File: src/hw/rtl/assert_macros.svh
`ifndef ASSERT_MACROS_SVH
`define ASSERT_MACROS_SVH

// Checks a property on every rising clock edge outside reset.
`define BLC_ASSERT(lbl, prop, msg) \
   lbl: assert property (@(posedge clock) disable iff (reset) (prop)) else $error(msg);

// Checks that a condition in one cycle is followed by another in the next cycle.
`define BLC_ASSERT_NEXT(lbl, ante, cons, msg) \
   lbl: assert property (@(posedge clock) disable iff (reset) (ante) |=> (cons)) \
      else $error(msg);

`endif

File: src/hw/rtl/blc_pkg.sv
`default_nettype none
package blc_pkg;

   localparam int DEF_SLOTS     = 64;
   localparam int DEF_KEY_BITS  = 64;
   localparam int DEF_SIZE_BITS = 32;

   localparam int STAMP_W   = 64;
   localparam int BYTES_W   = 32;
   localparam int CFG_CNT_W = 7;
   localparam int STAT_W    = 33;
   localparam int CTR_W     = 32;
   localparam int NUM_CTR   = 8;

   localparam logic [1:0] KIND_REQUEST = 2'd0;
   localparam logic [1:0] KIND_TRIM    = 2'd1;
   localparam logic [1:0] KIND_CLEAR   = 2'd2;
   localparam logic [1:0] KIND_STAT    = 2'd3;

   localparam logic [2:0] OUT_HIT         = 3'd0;
   localparam logic [2:0] OUT_INSERTED    = 3'd1;
   localparam logic [2:0] OUT_OVERSIZE    = 3'd2;
   localparam logic [2:0] OUT_ENTRY_LIMIT = 3'd3;
   localparam logic [2:0] OUT_BUDGET      = 3'd4;
   localparam logic [2:0] OUT_GRANT       = 3'd5;
   localparam logic [2:0] OUT_DONE        = 3'd6;

   localparam logic [2:0] EV_HIT         = 3'd0;
   localparam logic [2:0] EV_MISS        = 3'd1;
   localparam logic [2:0] EV_CONFLICT    = 3'd2;
   localparam logic [2:0] EV_EVICT       = 3'd3;
   localparam logic [2:0] EV_OVERSIZE    = 3'd4;
   localparam logic [2:0] EV_ENTRY_LIMIT = 3'd5;
   localparam logic [2:0] EV_BUDGET      = 3'd6;
   localparam logic [2:0] EV_GRANT       = 3'd7;

   localparam logic [1:0] REG_PINNED_BUDGET  = 2'd0;
   localparam logic [1:0] REG_DYNAMIC_BUDGET = 2'd1;
   localparam logic [1:0] REG_MAX_PINNED     = 2'd2;
   localparam logic [1:0] REG_MAX_DYNAMIC    = 2'd3;

   localparam logic [3:0] STAT_PINNED_BYTES  = 4'd8;
   localparam logic [3:0] STAT_DYNAMIC_BYTES = 4'd9;
   localparam logic [3:0] STAT_HELD_BYTES    = 4'd10;
   localparam logic [3:0] STAT_PINNED_COUNT  = 4'd11;
   localparam logic [3:0] STAT_DYNAMIC_COUNT = 4'd12;

   // Running result of one sweep along the cell row.
   typedef struct packed {
      logic               valid;
      logic               hit_found;
      logic               hit_pinned;
      logic               free_found;
      logic               old_found;
      logic [STAMP_W-1:0] old_stamp;
      logic [BYTES_W-1:0] old_bytes;
   } carry_type;

   typedef struct packed {
      logic insert;
      logic touch;
      logic evict;
      logic clear_all;
   } cell_cmd_type;

   function automatic logic [CTR_W-1:0] sat_inc(input logic [CTR_W-1:0] v);
      sat_inc = (v == {CTR_W{1'b1}}) ? v : v + CTR_W'(1);
   endfunction

endpackage
`default_nettype wire

File: src/hw/rtl/blc_cell.sv
`default_nettype none
module blc_cell import blc_pkg::*; #(
   parameter int KEY_BITS = DEF_KEY_BITS,
   parameter int IDX_W    = 6,
   parameter int CELL_IDX = 0
) (
   input  wire logic               clock,
   input  wire logic               reset,
   input  wire cell_cmd_type       cmd,
   input  wire logic [IDX_W-1:0]   cmd_idx,
   input  wire logic [KEY_BITS-1:0] key,
   input  wire logic               wr_pinned,
   input  wire logic [STAMP_W-1:0] wr_stamp,
   input  wire logic [BYTES_W-1:0] wr_bytes,
   input  wire logic [STAMP_W-1:0] stamp_floor,
   input  wire carry_type          carry_in,
   input  wire logic [IDX_W-1:0]   hit_idx_in,
   input  wire logic [IDX_W-1:0]   free_idx_in,
   input  wire logic [IDX_W-1:0]   old_idx_in,
   output carry_type               carry_out,
   output logic [IDX_W-1:0]        hit_idx_out,
   output logic [IDX_W-1:0]        free_idx_out,
   output logic [IDX_W-1:0]        old_idx_out
);

   localparam logic [IDX_W-1:0] MY_IDX = IDX_W'(CELL_IDX);

   logic                valid_ff;
   logic [KEY_BITS-1:0] key_ff;
   logic                pinned_ff;
   logic [STAMP_W-1:0]  stamp_ff;
   logic [BYTES_W-1:0]  bytes_ff;
   logic                sel;

   carry_type           carry_ff, carry_in_next;
   logic [IDX_W-1:0]    hit_idx_ff, hit_idx_in_next;
   logic [IDX_W-1:0]    free_idx_ff, free_idx_in_next;
   logic [IDX_W-1:0]    old_idx_ff, old_idx_in_next;

   assign sel = (cmd_idx == MY_IDX);

   always_ff @(posedge clock) begin
      if (reset) begin
         valid_ff <= 1'b0;
      end else if (cmd.clear_all || (cmd.evict && sel)) begin
         valid_ff <= 1'b0;
      end else if (cmd.insert && sel) begin
         valid_ff <= 1'b1;
      end
   end

   always_ff @(posedge clock) begin
      if (cmd.insert && sel) begin
         key_ff    <= key;
         pinned_ff <= wr_pinned;
         bytes_ff  <= wr_bytes;
      end
      if ((cmd.insert || cmd.touch) && sel) begin
         stamp_ff <= wr_stamp;
      end
   end

   // Fold this entry into the word passing by: first match, first free slot,
   // and the oldest dynamic entry with the lowest number winning ties.
   // Only stamps above the floor take part in the oldest-entry search.
   always_comb begin
      carry_in_next    = carry_in;
      hit_idx_in_next  = hit_idx_in;
      free_idx_in_next = free_idx_in;
      old_idx_in_next  = old_idx_in;
      if (!carry_in.hit_found && valid_ff && (key_ff == key)) begin
         carry_in_next.hit_found  = 1'b1;
         carry_in_next.hit_pinned = pinned_ff;
         hit_idx_in_next          = MY_IDX;
      end
      if (!carry_in.free_found && !valid_ff) begin
         carry_in_next.free_found = 1'b1;
         free_idx_in_next         = MY_IDX;
      end
      if (valid_ff && !pinned_ff && (stamp_ff > stamp_floor) &&
          (!carry_in.old_found || (stamp_ff < carry_in.old_stamp))) begin
         carry_in_next.old_found = 1'b1;
         carry_in_next.old_stamp = stamp_ff;
         carry_in_next.old_bytes = bytes_ff;
         old_idx_in_next         = MY_IDX;
      end
   end

   always_ff @(posedge clock) begin
      if (reset) begin
         carry_ff.valid <= 1'b0;
      end else begin
         carry_ff.valid <= carry_in.valid;
      end
      if (carry_in.valid) begin
         carry_ff.hit_found  <= carry_in_next.hit_found;
         carry_ff.hit_pinned <= carry_in_next.hit_pinned;
         carry_ff.free_found <= carry_in_next.free_found;
         carry_ff.old_found  <= carry_in_next.old_found;
         carry_ff.old_stamp  <= carry_in_next.old_stamp;
         carry_ff.old_bytes  <= carry_in_next.old_bytes;
         hit_idx_ff          <= hit_idx_in_next;
         free_idx_ff         <= free_idx_in_next;
         old_idx_ff          <= old_idx_in_next;
      end
   end

   assign carry_out    = carry_ff;
   assign hit_idx_out  = hit_idx_ff;
   assign free_idx_out = free_idx_ff;
   assign old_idx_out  = old_idx_ff;

endmodule
`default_nettype wire
File: config.mk
export PLATFORM = sky130hd
export DESIGN_NAME = blc_cell
export DESIGN_NICKNAME = d
export VERILOG_FILES = /design/src/hw/rtl/assert_macros.svh /design/src/hw/rtl/blc_pkg.sv /design/src/hw/rtl/blc_cell.sv
export SDC_FILE = /design/constraint.sdc
export NUM_CORES = 1
export LEC_CHECK = 0
export BUFFER_PORTS_ARGS = -buffer_cell sky130_fd_sc_hd__buf_2
export CELL_PAD_IN_SITES_DETAIL_PLACEMENT = 1
export CELL_PAD_IN_SITES_GLOBAL_PLACEMENT = 1
export CORE_AREA = 2 2 187 189
export DETAILED_ROUTE_END_ITERATION = 6
export DIE_AREA = 0 0 189 191
export PLACE_DENSITY = 0.87
export SLEW_MARGIN = 5
export SYNTH_ARGS = -nofsm -noshare
export SYNTH_HDL_FRONTEND = slang
export SYNTH_SLANG_ARGS = --single-unit
File: constraint.sdc
create_clock -name clock -period 11.66 [get_ports clock]
set_input_delay 1.749 -clock clock [delete_from_list [all_inputs] [get_ports clock]]
set_output_delay 1.749 -clock clock [all_outputs]
set_load 0.1 [all_outputs]
==> summary.md, run 1 <==
| Metric | Value |
|---|---|
| Post-CTS setup buffer count | `0` |
| Ys flop type | `edfxtp_1` |
| Clk slew on worst S/H paths | `0.06 ns` |
| Leak Pwr | `8.23 nW` |
| Area delta synth->final | `28.9%` |
| # nets final | `1965` |
| Mean Syn Cell Area | `14.3 sq um` |
| FF+latch count, synth | `281` |
| Commonest cells post-synth | `edfxtp_1, inv_1, ha_1` |
| Power share of the combinational group | `17.3%` |
| Most numerous cell in the Yosys netlist | `edfxtp_1` |
| CORE AREA | `0.0341 sq mm` |
| Met2 wire len | `24600 um` |
| Worst skew pair latency | `0.53 ns` |
| Die area | `0.0361 sq mm` |
| Top Layer Used | `met4` |
| Initial core utilization | `41.0%` |
| Crit share post-route | `44.7%` |
| Number of flops mapped to enable cells by yosys | `279` |
| CTS resizes | `0` |
| Pins Over Slew Limit | `0` |
| PortBufs | `474` |
| Max-Cap Viols | `0` |
| Synthesis Warnings | `0` |
| Post-DP Area | `0.0169 sq mm` |
| Fill count | `3662` |
| Switching share of total power | `29.9%` |
| Drc violations | `0` |
| Post-synth top area cell | `edfxtp_1` |
| Setup TNS | `0 ns` |
| Antenna viol nets, final | `0` |
| Post-Synthesis Cells | `980` |
| Critical Path End Type | `register` |
| GRT overflow | `0` |
| Async S/R FF share, synth | `0%` |
| Row cnt | `68` |
| Status | `completed` |
| Largest net degree at the start of global routing | `67` |
| DR WL/cell | `23.5 um` |
| Syn Nets | `1463` |
| First-pass GRT wire length | `67800 um` |
| Final hold slack | `0.546 ns` |
| CTS tree | `built` |
| Total power | `2.70 mW` |
| Clock tree sinks | `281` |
| Worst hold path type | `register to register` |
| Pin slew with the least headroom to its limit | `1.10 ns` |
| R2R depth | `10` |
| Synth unique cells | `55` |
| # setup viols final | `0` |
| Min Tclk post-route | `5.21 ns` |
| Slew HR | `26.9%` |
| Initial DRC count | `494` |
| RSZ-0062 raised after global routing | `false` |
| Router iterations before antenna repair | `5` |
| Vias in the first global route | `11400` |
| Top cell type's share of synthesized area | `59.9%` |
| WL met3 | `2450 um` |
| Via density | `5.23` |
| Clock Skew | `0.0173 ns` |
| Drt total wl | `46600 um` |
| Netlist Area Pre-Place | `0.0140 sq mm` |
| Final instance area | `0.0180 sq mm` |
| Num CTS Buffers | `34` |
| Max frequency | `0.192 GHz` |
| Pwr/cell area | `150 mW/mm^2` |
| Global Route Usage Sum | `25.0%` |
| Peak supply drop | `119 uV` |
| Reg power frac | `43.3%` |
| Int Pwr | `1.89 mW` |
| Initial antenna violation count | `19` |
| Clock power share | `39.4%` |
| Layout cells sized above 1 | `40.8%` |
| Arr. time, crit path | `5.48 ns` |
| Final hold vios | `0` |
| Hold Crit Depth | `1` |
| Root Buffer | `clkbuf_16` |
| Core Util, Final | `52.8%` |
| Reg area | `0.00842 sq mm` |
| Final HPWL DP | `35400 um` |
| Crit Path Max Fanout | `62` |
| Setup crit start kind | `input port` |
| Hold_buf cts | `0` |
| H-tree depth | `2` |
| DR vias | `10400` |
| Synth top area cells | `edfxtp_1, ha_1, mux2_4` |
| Critical path class | `input port to register` |
| Final Wtd Congestion | `0.901` |
| Die Wd | `189 um` |
| Met1 wire length | `17800 um` |
| Die Span Y | `191 um` |
| Sequential element share of the synthesized area | `60.2%` |
| Psw | `0.805 mW` |
| Area taken by multi-input logic gates | `0.00489 sq mm` |
| Req. time, crit path | `11.93 ns` |
| I/O Pins | `475` |
| CTS max path bufs | `3` |
-- flip-flops by register name, summed over array words and instances, names as in the netlist --
register and cells:
carry_out 101, key_ff 64, stamp_ff 64, bytes_ff 32, free_idx_out 6, hit_idx_out 6, old_idx_out 6, pinned_ff 1
valid_ff 1
-- worst paths after layout --
path / start / endpoint / slack, ns
setup / recovery: stamp_floor[11] / carry_out[18] / 6.45
hold / removal: bytes_ff[28] / carry_out[28] / 0.55
setup reg to reg: stamp_ff[14] / carry_out[18] / 7.35
hold reg to reg: bytes_ff[28] / carry_out[28] / 0.55
-- logic make-up (layout without fill, tap and decap cells) --
| logic type | Yosys count | count (layout) | synth area share (%) |
|---|---|---|---|
| fa+ha+maj | 127 | 127 | 11.4 |
| buf+inv | 166 | 694 | 4.93 |
| flops | 281 | 281 | 60.2 |
| xor+xnor | 42 | 42 | 2.63 |
| compound gates | 130 | 130 | 6.17 |
| mux | 96 | 96 | 9.37 |
| simple gates | 138 | 138 | 5.32 |
| other cells | 0 | 19 | 0 |
-- metal layers --
layer  track usage (%)  vias up
li1                  -     4684
met1              28.9     5175
met2              45.0      384
met3              4.81      113
met4              11.0        0
met5                 0        -
-- critical path, cell delays in order --
cell,delay (ns)
buf_2,0.09
inv_1,0.05
ha_1,0.35
a21oi_1,0.14
o21ai_0,0.10
a22oi_1,0.48
a31oi_1,0.19
a2111oi_0,0.66
a31oi_1,0.24
o41ai_4,0.11
buf_4,0.78
mux2_2,0.44
-- final cells by class --
class	instances	share of cell area [%]
sequential	281	46.7
multi-input combinational	533	27.2
timing repair buffer	478	13.4
clock buffer	43	5.03
inverter	154	3.21
tap	455	3.16
clock inverter	19	1.08
antenna	19	0.264
-- power groups by stage --
stage,Clock [mW],Sequential [mW],Combinational [mW]
2_1_floorplan,0,1.42,0.0813
3_3_place_gp,0,1.19,0.448
3_5_place_dp,0,1.19,0.463
4_1_cts,1.08,1.17,0.467
5_1_grt,1.12,1.17,0.489
6_report,1.06,1.17,0.466
-- stage by stage --
step                setup slack (ns)  std cells
floorplan                       6.36        980
global placement                6.09       1901
detailed placement              5.96       1901
CTS                             6.51       1963
global route                    6.24       1980
finish                          6.45       1982
-- layout by cell type (no fill, tap or decap), types with 29 or more instances in the layout --
cell       instances
xor2_1            40
inv_1            154
ha_1             127
edfxtp_1         279
nand4_1           29
clkbuf_16         35
buf_2            473
a21oi_1           48
mux2_4            61
nand2_1           29
Power figures use the tool's default switching activity.
==> inputs of run 2 (changes only) <==
Settings changed: CORE_AREA 2 2 187 189 to default, CORE_MARGIN from default to 2, CORE_UTILIZATION from default to 40, DIE_AREA 0 0 189 191 to default, PLACE_DENSITY 0.87 to 0.85.
Clock period 11.66 ns to 5 ns, I/O delays scaled along.
==> summary.md, run 2 (synthesis gave the netlist of run 1 again) <==
| Metric | Value |
|---|---|
| Status | `completed` |
| Vias in the first global route | `11200 (-1.8%)` |
| Initial core utilization | `40.6% (-0.40 points)` |
| Drt total wl | `44700 um (-4.1%)` |
| Die area | `0.0365 sq mm (+1.0%)` |
| Critical Path End Type | `register` |
| Setup WS pre-CTS | `0.647 ns (-5.32 ns)` |
| Die Span Y | `191 um (about the same)` |
| Peak supply drop | `316 uV (+170%)` |
| CTS resizes | `0 (unchanged)` |
| H-tree depth | `1 (-1)` |
| Final Wtd Congestion | `0.937 (+4.0%)` |
| Pin slew with the least headroom to its limit | `0.865 ns (-0.232 ns)` |
| Power share of the combinational group | `17.8% (+0.5 points)` |
| Crit share post-route | `80.5%` |
| Root Buffer | `clkbuf_16` |
| Commonest non-fill, non-tap cell in the layout | `buf_2` |
| Pins Over Slew Limit | `0 (unchanged)` |
| CORE AREA | `0.0345 sq mm (+1.0%)` |
| Setup crit start kind | `register` |
| Min Tclk post-route | `4.03 ns` |
| Clk slew on worst S/H paths | `0.06 ns (about the same)` |
| CTS tree | `built` |
| Clock power share | `37.3% (-2.1 points)` |
| Pwr/cell area | `338 mW/mm^2 (+130%)` |
| Placed Cells incl. Taps | `1904 (+0.16%)` |
| Antenna viol nets, final | `0 (unchanged)` |
| # setup viols final | `0 (unchanged)` |
| Number of flip-flops in the largest register | `101 (unchanged)` |
| Non-Filler Instances | `1988 (+0.30%)` |
| Flop2flop setup slack | `0.97 ns (-6.38 ns)` |
| First-pass GRT wire length | `64500 um (-4.9%)` |
| CTS max path bufs | `3 (unchanged)` |
| # nets final | `1965 (unchanged)` |
| Worst hold path type | `input port to register` |
| Reg power frac | `44.8% (+1.5 points)` |
| Layout cells sized above 1 | `40.9% (+0.054 points)` |
| Final worst slack | `0.973 ns (-5.48 ns)` |
| Via density | `5.11 (-2.2%)` |
| DR WL/cell | `22.5 um (-4.4%)` |
| PortBufs | `474 (unchanged)` |
| Initial DRC count | `437 (-12%)` |
| Core Util, Final | `52.2% (-0.63 points)` |
| RSZ-0062 raised after global routing | `false` |
| Slew HR | `42.3% (+15 points)` |
| Post-CTS setup buffer count | `0 (unchanged)` |
| Final hold vios | `0 (unchanged)` |
| Hold_buf cts | `0 (unchanged)` |
| Commonest cells after routing, fill and taps aside | `buf_2, edfxtp_1, inv_1, ha_1, mux2_4` |
| GRT overflow | `0 (unchanged)` |
| Arr. time, crit path | `4.34 ns (-1.14 ns)` |
| Drc violations | `0 (unchanged)` |
| Switching share of total power | `30.0% (+0.091 points)` |
| I/O Pins | `475 (unchanged)` |
| Total power | `6.07 mW (+130%)` |
| Global Route Usage Sum | `23.6% (-1.4 points)` |
| Final hold slack | `0.345 ns (-0.200 ns)` |
| Worst skew pair latency | `0.58 ns (+0.05 ns)` |
| Crit Path Max Fanout | `64 (+3.2%)` |
| Initial antenna violation count | `27 (+8)` |
| Final HPWL DP | `34300 um (-3.1%)` |
| Max frequency | `0.248 GHz` |
| Area delta synth->final | `28.6%` |
| Final instance area | `0.0180 sq mm (-0.21%)` |
| Int Pwr | `4.25 mW (+120%)` |
| Critical path class | `register to register` |
| Clock Skew | `0.0273 ns (+0.00997 ns)` |
| Req. time, crit path | `5.31 ns (-6.62 ns)` |
| Max-Cap Viols | `0 (unchanged)` |
| Num CTS Buffers | `31 (-8.8%)` |
| Setup TNS | `0 ns (unchanged)` |
| Largest net degree at the start of global routing | `79 (+18%)` |
| Leak Pwr | `8.21 nW (-0.26%)` |
| Row cnt | `68 (unchanged)` |
| Post-DP Area | `0.0169 sq mm (+0.36%)` |
| Die Wd | `191 um (+1.0%)` |
| Psw | `1.82 mW (+130%)` |
| DR vias | `10200 (-1.9%)` |
| Router iterations before antenna repair | `4 (-1)` |
| Clock tree sinks | `281 (unchanged)` |
[run 2: cell count changes in the layout (fill, tap and decap cells not counted)]
cell / before / now
clkinv_8: 2 / 0
clkbuf_1: 8 / 7
buf_12: 0 / 3
clkinv_1: 4 / 3
clkinv_2: 7 / 8
clkbuf_16: 35 / 31
diode_2: 19 / 27
inv_6: 0 / 1
clkinv_4: 0 / 1
[run 2: per-layer routing]
metal | global-route usage, % | wire length (um) | part of all wire, %
met1 | 27.3 | 16800 | 38
met2 | 41.9 | 23200 | 52
met3 | 4.98 | 2770 | 6.2
met4 | 11.1 | 1910 | 4.3
met5 | 0 | 25 | 0.056
[run 2: cell type report]
class	count	area, sq um
clock inverters	19	181
multi-input cells	533	4890
fillers	3700	16500
repair buffers	481	2470
inverters	154	578
diodes	27	67.6
well taps	455	569
clock buffers	38	802
flip-flops and latches	281	8420
[run 2: path summary, 6_finish.rpt]
check / startpoint / to / depth (start not counted)
worst min register to register: bytes_ff[29] / carry_out[29] / 1
worst max-delay path: stamp_ff[22] / carry_out[49] / 9
worst min-delay path: wr_stamp[4] / stamp_ff[4] / 1
worst max register to register: stamp_ff[22] / carry_out[49] / 9
[run 2: worst max-delay path, cell delays in order (launching register included)]
cell       delay (ns)
edfxtp_1         0.43
ha_1             0.36
nand4_1          0.23
nor4_1           0.42
o21ai_1          0.17
a311oi_1         0.62
a2111oi_2        0.15
o41ai_4          0.50
buf_12           0.43
mux2_1           0.39
[run 2: power by group through the flow]
stage / combinational [mW] / clock (mW) / sequential, mW
finish: 1.08 / 2.27 / 2.72
global route: 1.14 / 2.40 / 2.73
CTS: 1.08 / 2.32 / 2.72
detailed placement: 1.07 / 0 / 2.77
global placement: 1.04 / 0 / 2.77
floorplan: 0.190 / 0 / 3.32
==> inputs of run 3 (changes only) <==
Settings changed: CORE_UTILIZATION 40 to 36, PLACE_DENSITY 0.85 to 0.81.
Clock period 5 ns to 3.4 ns, I/O delays scaled along.
==> summary.md, run 3 (synthesis gave the netlist of run 1 again) <==
| Metric | Value |
|---|---|
| Status | `completed` |
| Via density | `4.90 (-4.1%)` |
| Die area | `0.0404 sq mm (+11%)` |
| Commonest cells after routing, fill and taps aside | `buf_2, edfxtp_1, inv_1, ha_1, buf_4` |
| Final instance area | `0.0195 sq mm (+8.3%)` |
| Final HPWL DP | `36800 um (+7.3%)` |
| Leak Pwr | `8.92 nW (+8.7%)` |
| Layout cells sized above 1 | `46.6% (+5.7 points)` |
| Slew HR | `54.4% (+12 points)` |
| Min Tclk post-route | `3.34 ns (-0.689 ns)` |
| Pwr/cell area | `481 mW/mm^2 (+43%)` |
| Drt total wl | `47900 um (+7.2%)` |
| Commonest non-fill, non-tap cell in the layout | `buf_2` |
| Peak supply drop | `543 uV (+72%)` |
| Pins Over Slew Limit | `0 (unchanged)` |
| Core Util, Final | `50.6% (-1.6 points)` |
| Cell chain of the critical path | `ha_1, nand4_1, buf_4, a21oi_2, a211oi_2, buf_4, a311oi_2, buf_4, a2111oi_4, o41ai_4, buf_4, buf_8, buf_4, mux2_4` |
| Router iterations before antenna repair | `5 (+1)` |
| Largest net degree at the start of global routing | `62 (-22%)` |
| Worst skew pair latency | `0.55 ns (-0.03 ns)` |
| Clock tree sinks | `281 (unchanged)` |
| Crit Path Max Fanout | `6 (-91%)` |
| Req. time, crit path | `3.68 ns (-1.63 ns)` |
| Final hold vios | `0 (unchanged)` |
| Clk slew on worst S/H paths | `0.06 ns (about the same)` |
| Final hold slack | `0.137 ns (-0.209 ns)` |
| Max frequency | `0.300 GHz (+21%)` |
| Vias in the first global route | `11800 (+6.0%)` |
| First-pass GRT wire length | `70400 um (+9.2%)` |
| Die Wd | `201 um (+5.3%)` |
| Critical Path End Type | `register` |
| Number of flip-flops in the largest register | `101 (unchanged)` |
| Final Wtd Congestion | `0.894 (-4.6%)` |
| Drc violations | `0 (unchanged)` |
| Crit share post-route | `98.2% (+18 points)` |
| Die Span Y | `201 um (+5.3%)` |
| Num CTS Buffers | `34 (+9.7%)` |
| CTS max path bufs | `3 (unchanged)` |
| Row cnt | `72 (+5.9%)` |
| Pin slew with the least headroom to its limit | `0.678 ns (-0.188 ns)` |
| Critical path class | `register to register` |
| Hold_buf cts | `0 (unchanged)` |
| CTS tree | `built` |
| GRT overflow | `0 (unchanged)` |
| Global Route Usage Sum | `23.0% (-0.66 points)` |
| CORE AREA | `0.0385 sq mm (+12%)` |
| Area delta synth->final | `39.3%` |
| DR vias | `10500 (+3.6%)` |
| Hold Crit Depth | `1 (unchanged)` |
| Setup crit start kind | `register` |
| CP max-delay cell | `edfxtp_1` |
| Clock Skew | `0.0183 ns (-0.00900 ns)` |
| Arr. time, crit path | `3.62 ns (-0.72 ns)` |
| DR WL/cell | `22.3 um (-0.77%)` |
| # setup viols final | `0 (unchanged)` |
| Initial antenna violation count | `20 (-26%)` |
| Post-DP Area | `0.0177 sq mm (+4.8%)` |
| R2R depth | `14 (+5)` |
| RSZ-0062 raised after global routing | `true` |
| Root Buffer | `clkbuf_16` |
| PortBufs | `474 (unchanged)` |
| Flop2flop setup slack | `0.06 ns (-0.91 ns)` |
| I/O Pins | `475 (unchanged)` |
| H-tree depth | `2 (+1)` |
| Initial core utilization | `36.3% (-4.2 points)` |
| Antenna viol nets, final | `0 (unchanged)` |
| CP peak stage delay | `0.45 ns (-0.17 ns)` |
| Initial DRC count | `500 (+14%)` |
| Non-Filler Instances | `2147 (+8.0%)` |
| Max-Cap Viols | `0 (unchanged)` |
| # nets final | `2073 (+5.5%)` |
| Worst hold path type | `input port to register` |
| Placed Cells incl. Taps | `2056 (+8.0%)` |
| Crit path top cell by count | `buf_4` |
## run 3: cell count changes in the layout (fill, tap and decap cells not counted), moves of 3 or more
cell / previous run / this run
buf_6: 1 / 4
buf_12: 3 / 9
a2111oi_4: 0 / 3
ha_4: 0 / 13
buf_16: 0 / 4
clkbuf_16: 31 / 37
clkinvlp_4: 3 / 0
buf_4: 4 / 92
ha_1: 127 / 114
diode_2: 27 / 16
## run 3: worst paths after layout
path	startpoint	end
hold / removal	wr_stamp[7]	stamp_ff[7]
setup / recovery	stamp_ff[21]	carry_out[47]
setup reg to reg	stamp_ff[21]	carry_out[47]
hold reg to reg	bytes_ff[22]	carry_out[22]
## run 3: area by class of cell
type	instances	area, sq um
sequential	281	8420
clock inverter	19	215
fill	4125	19000
clock buffer	40	895
tap	518	648
multi-input combinational	533	5200
timing repair buffer	586	3470
antenna	16	40.0
inverter	154	578
## run 3: critical path: cells and delay by family (launching register included)
family,cells,cell delay (ns)
AOI/OAI and AO/OA,5,0.79
and+or+nand+nor,1,0.10
buffers and inverters,6,1.03
DFF,1,0.45
adders and majority gates,1,0.38
muxes,1,0.32
## run 3: stage by stage
step | setup slack (ns) | total power [mW] | TNS [ns]
after global routing | -0.0223 | 9.66 | -0.328
after floorplan | 0.221 | 5.16 | 0
after CTS | 0.000572 | 9.42 | 0
after detailed placement | -0.486 | 5.70 | -43.10
final | 0.0618 | 9.37 | 0
after global placement | -0.366 | 5.65 | -32.67
## run 3: power by group
part	total (mW)	switching (mW)	leakage, nW	internal [mW]
Combinational	1.67	1.22	5.76	0.445
Clock	3.70	1.51	0.547	2.19
Sequential	4.00	0.0451	2.62	3.95
## run 3: layer usage
metal,track usage [%],routed length (um),up-vias
li1,-,-,4881
met1,26.6,18800,5155
met2,41.2,24800,386
met3,4.24,2360,103
met4,10.4,1850,2
met5,0,16,-
## run 3: what timing repair did
action | 4_1_cts | 5_1_grt
resized for setup | 27 | 27
buffers inserted | 7 | 4
pin swaps | 10 | 16
setup endpoints to repair | 101 | 101
gates cloned | 4 | 2
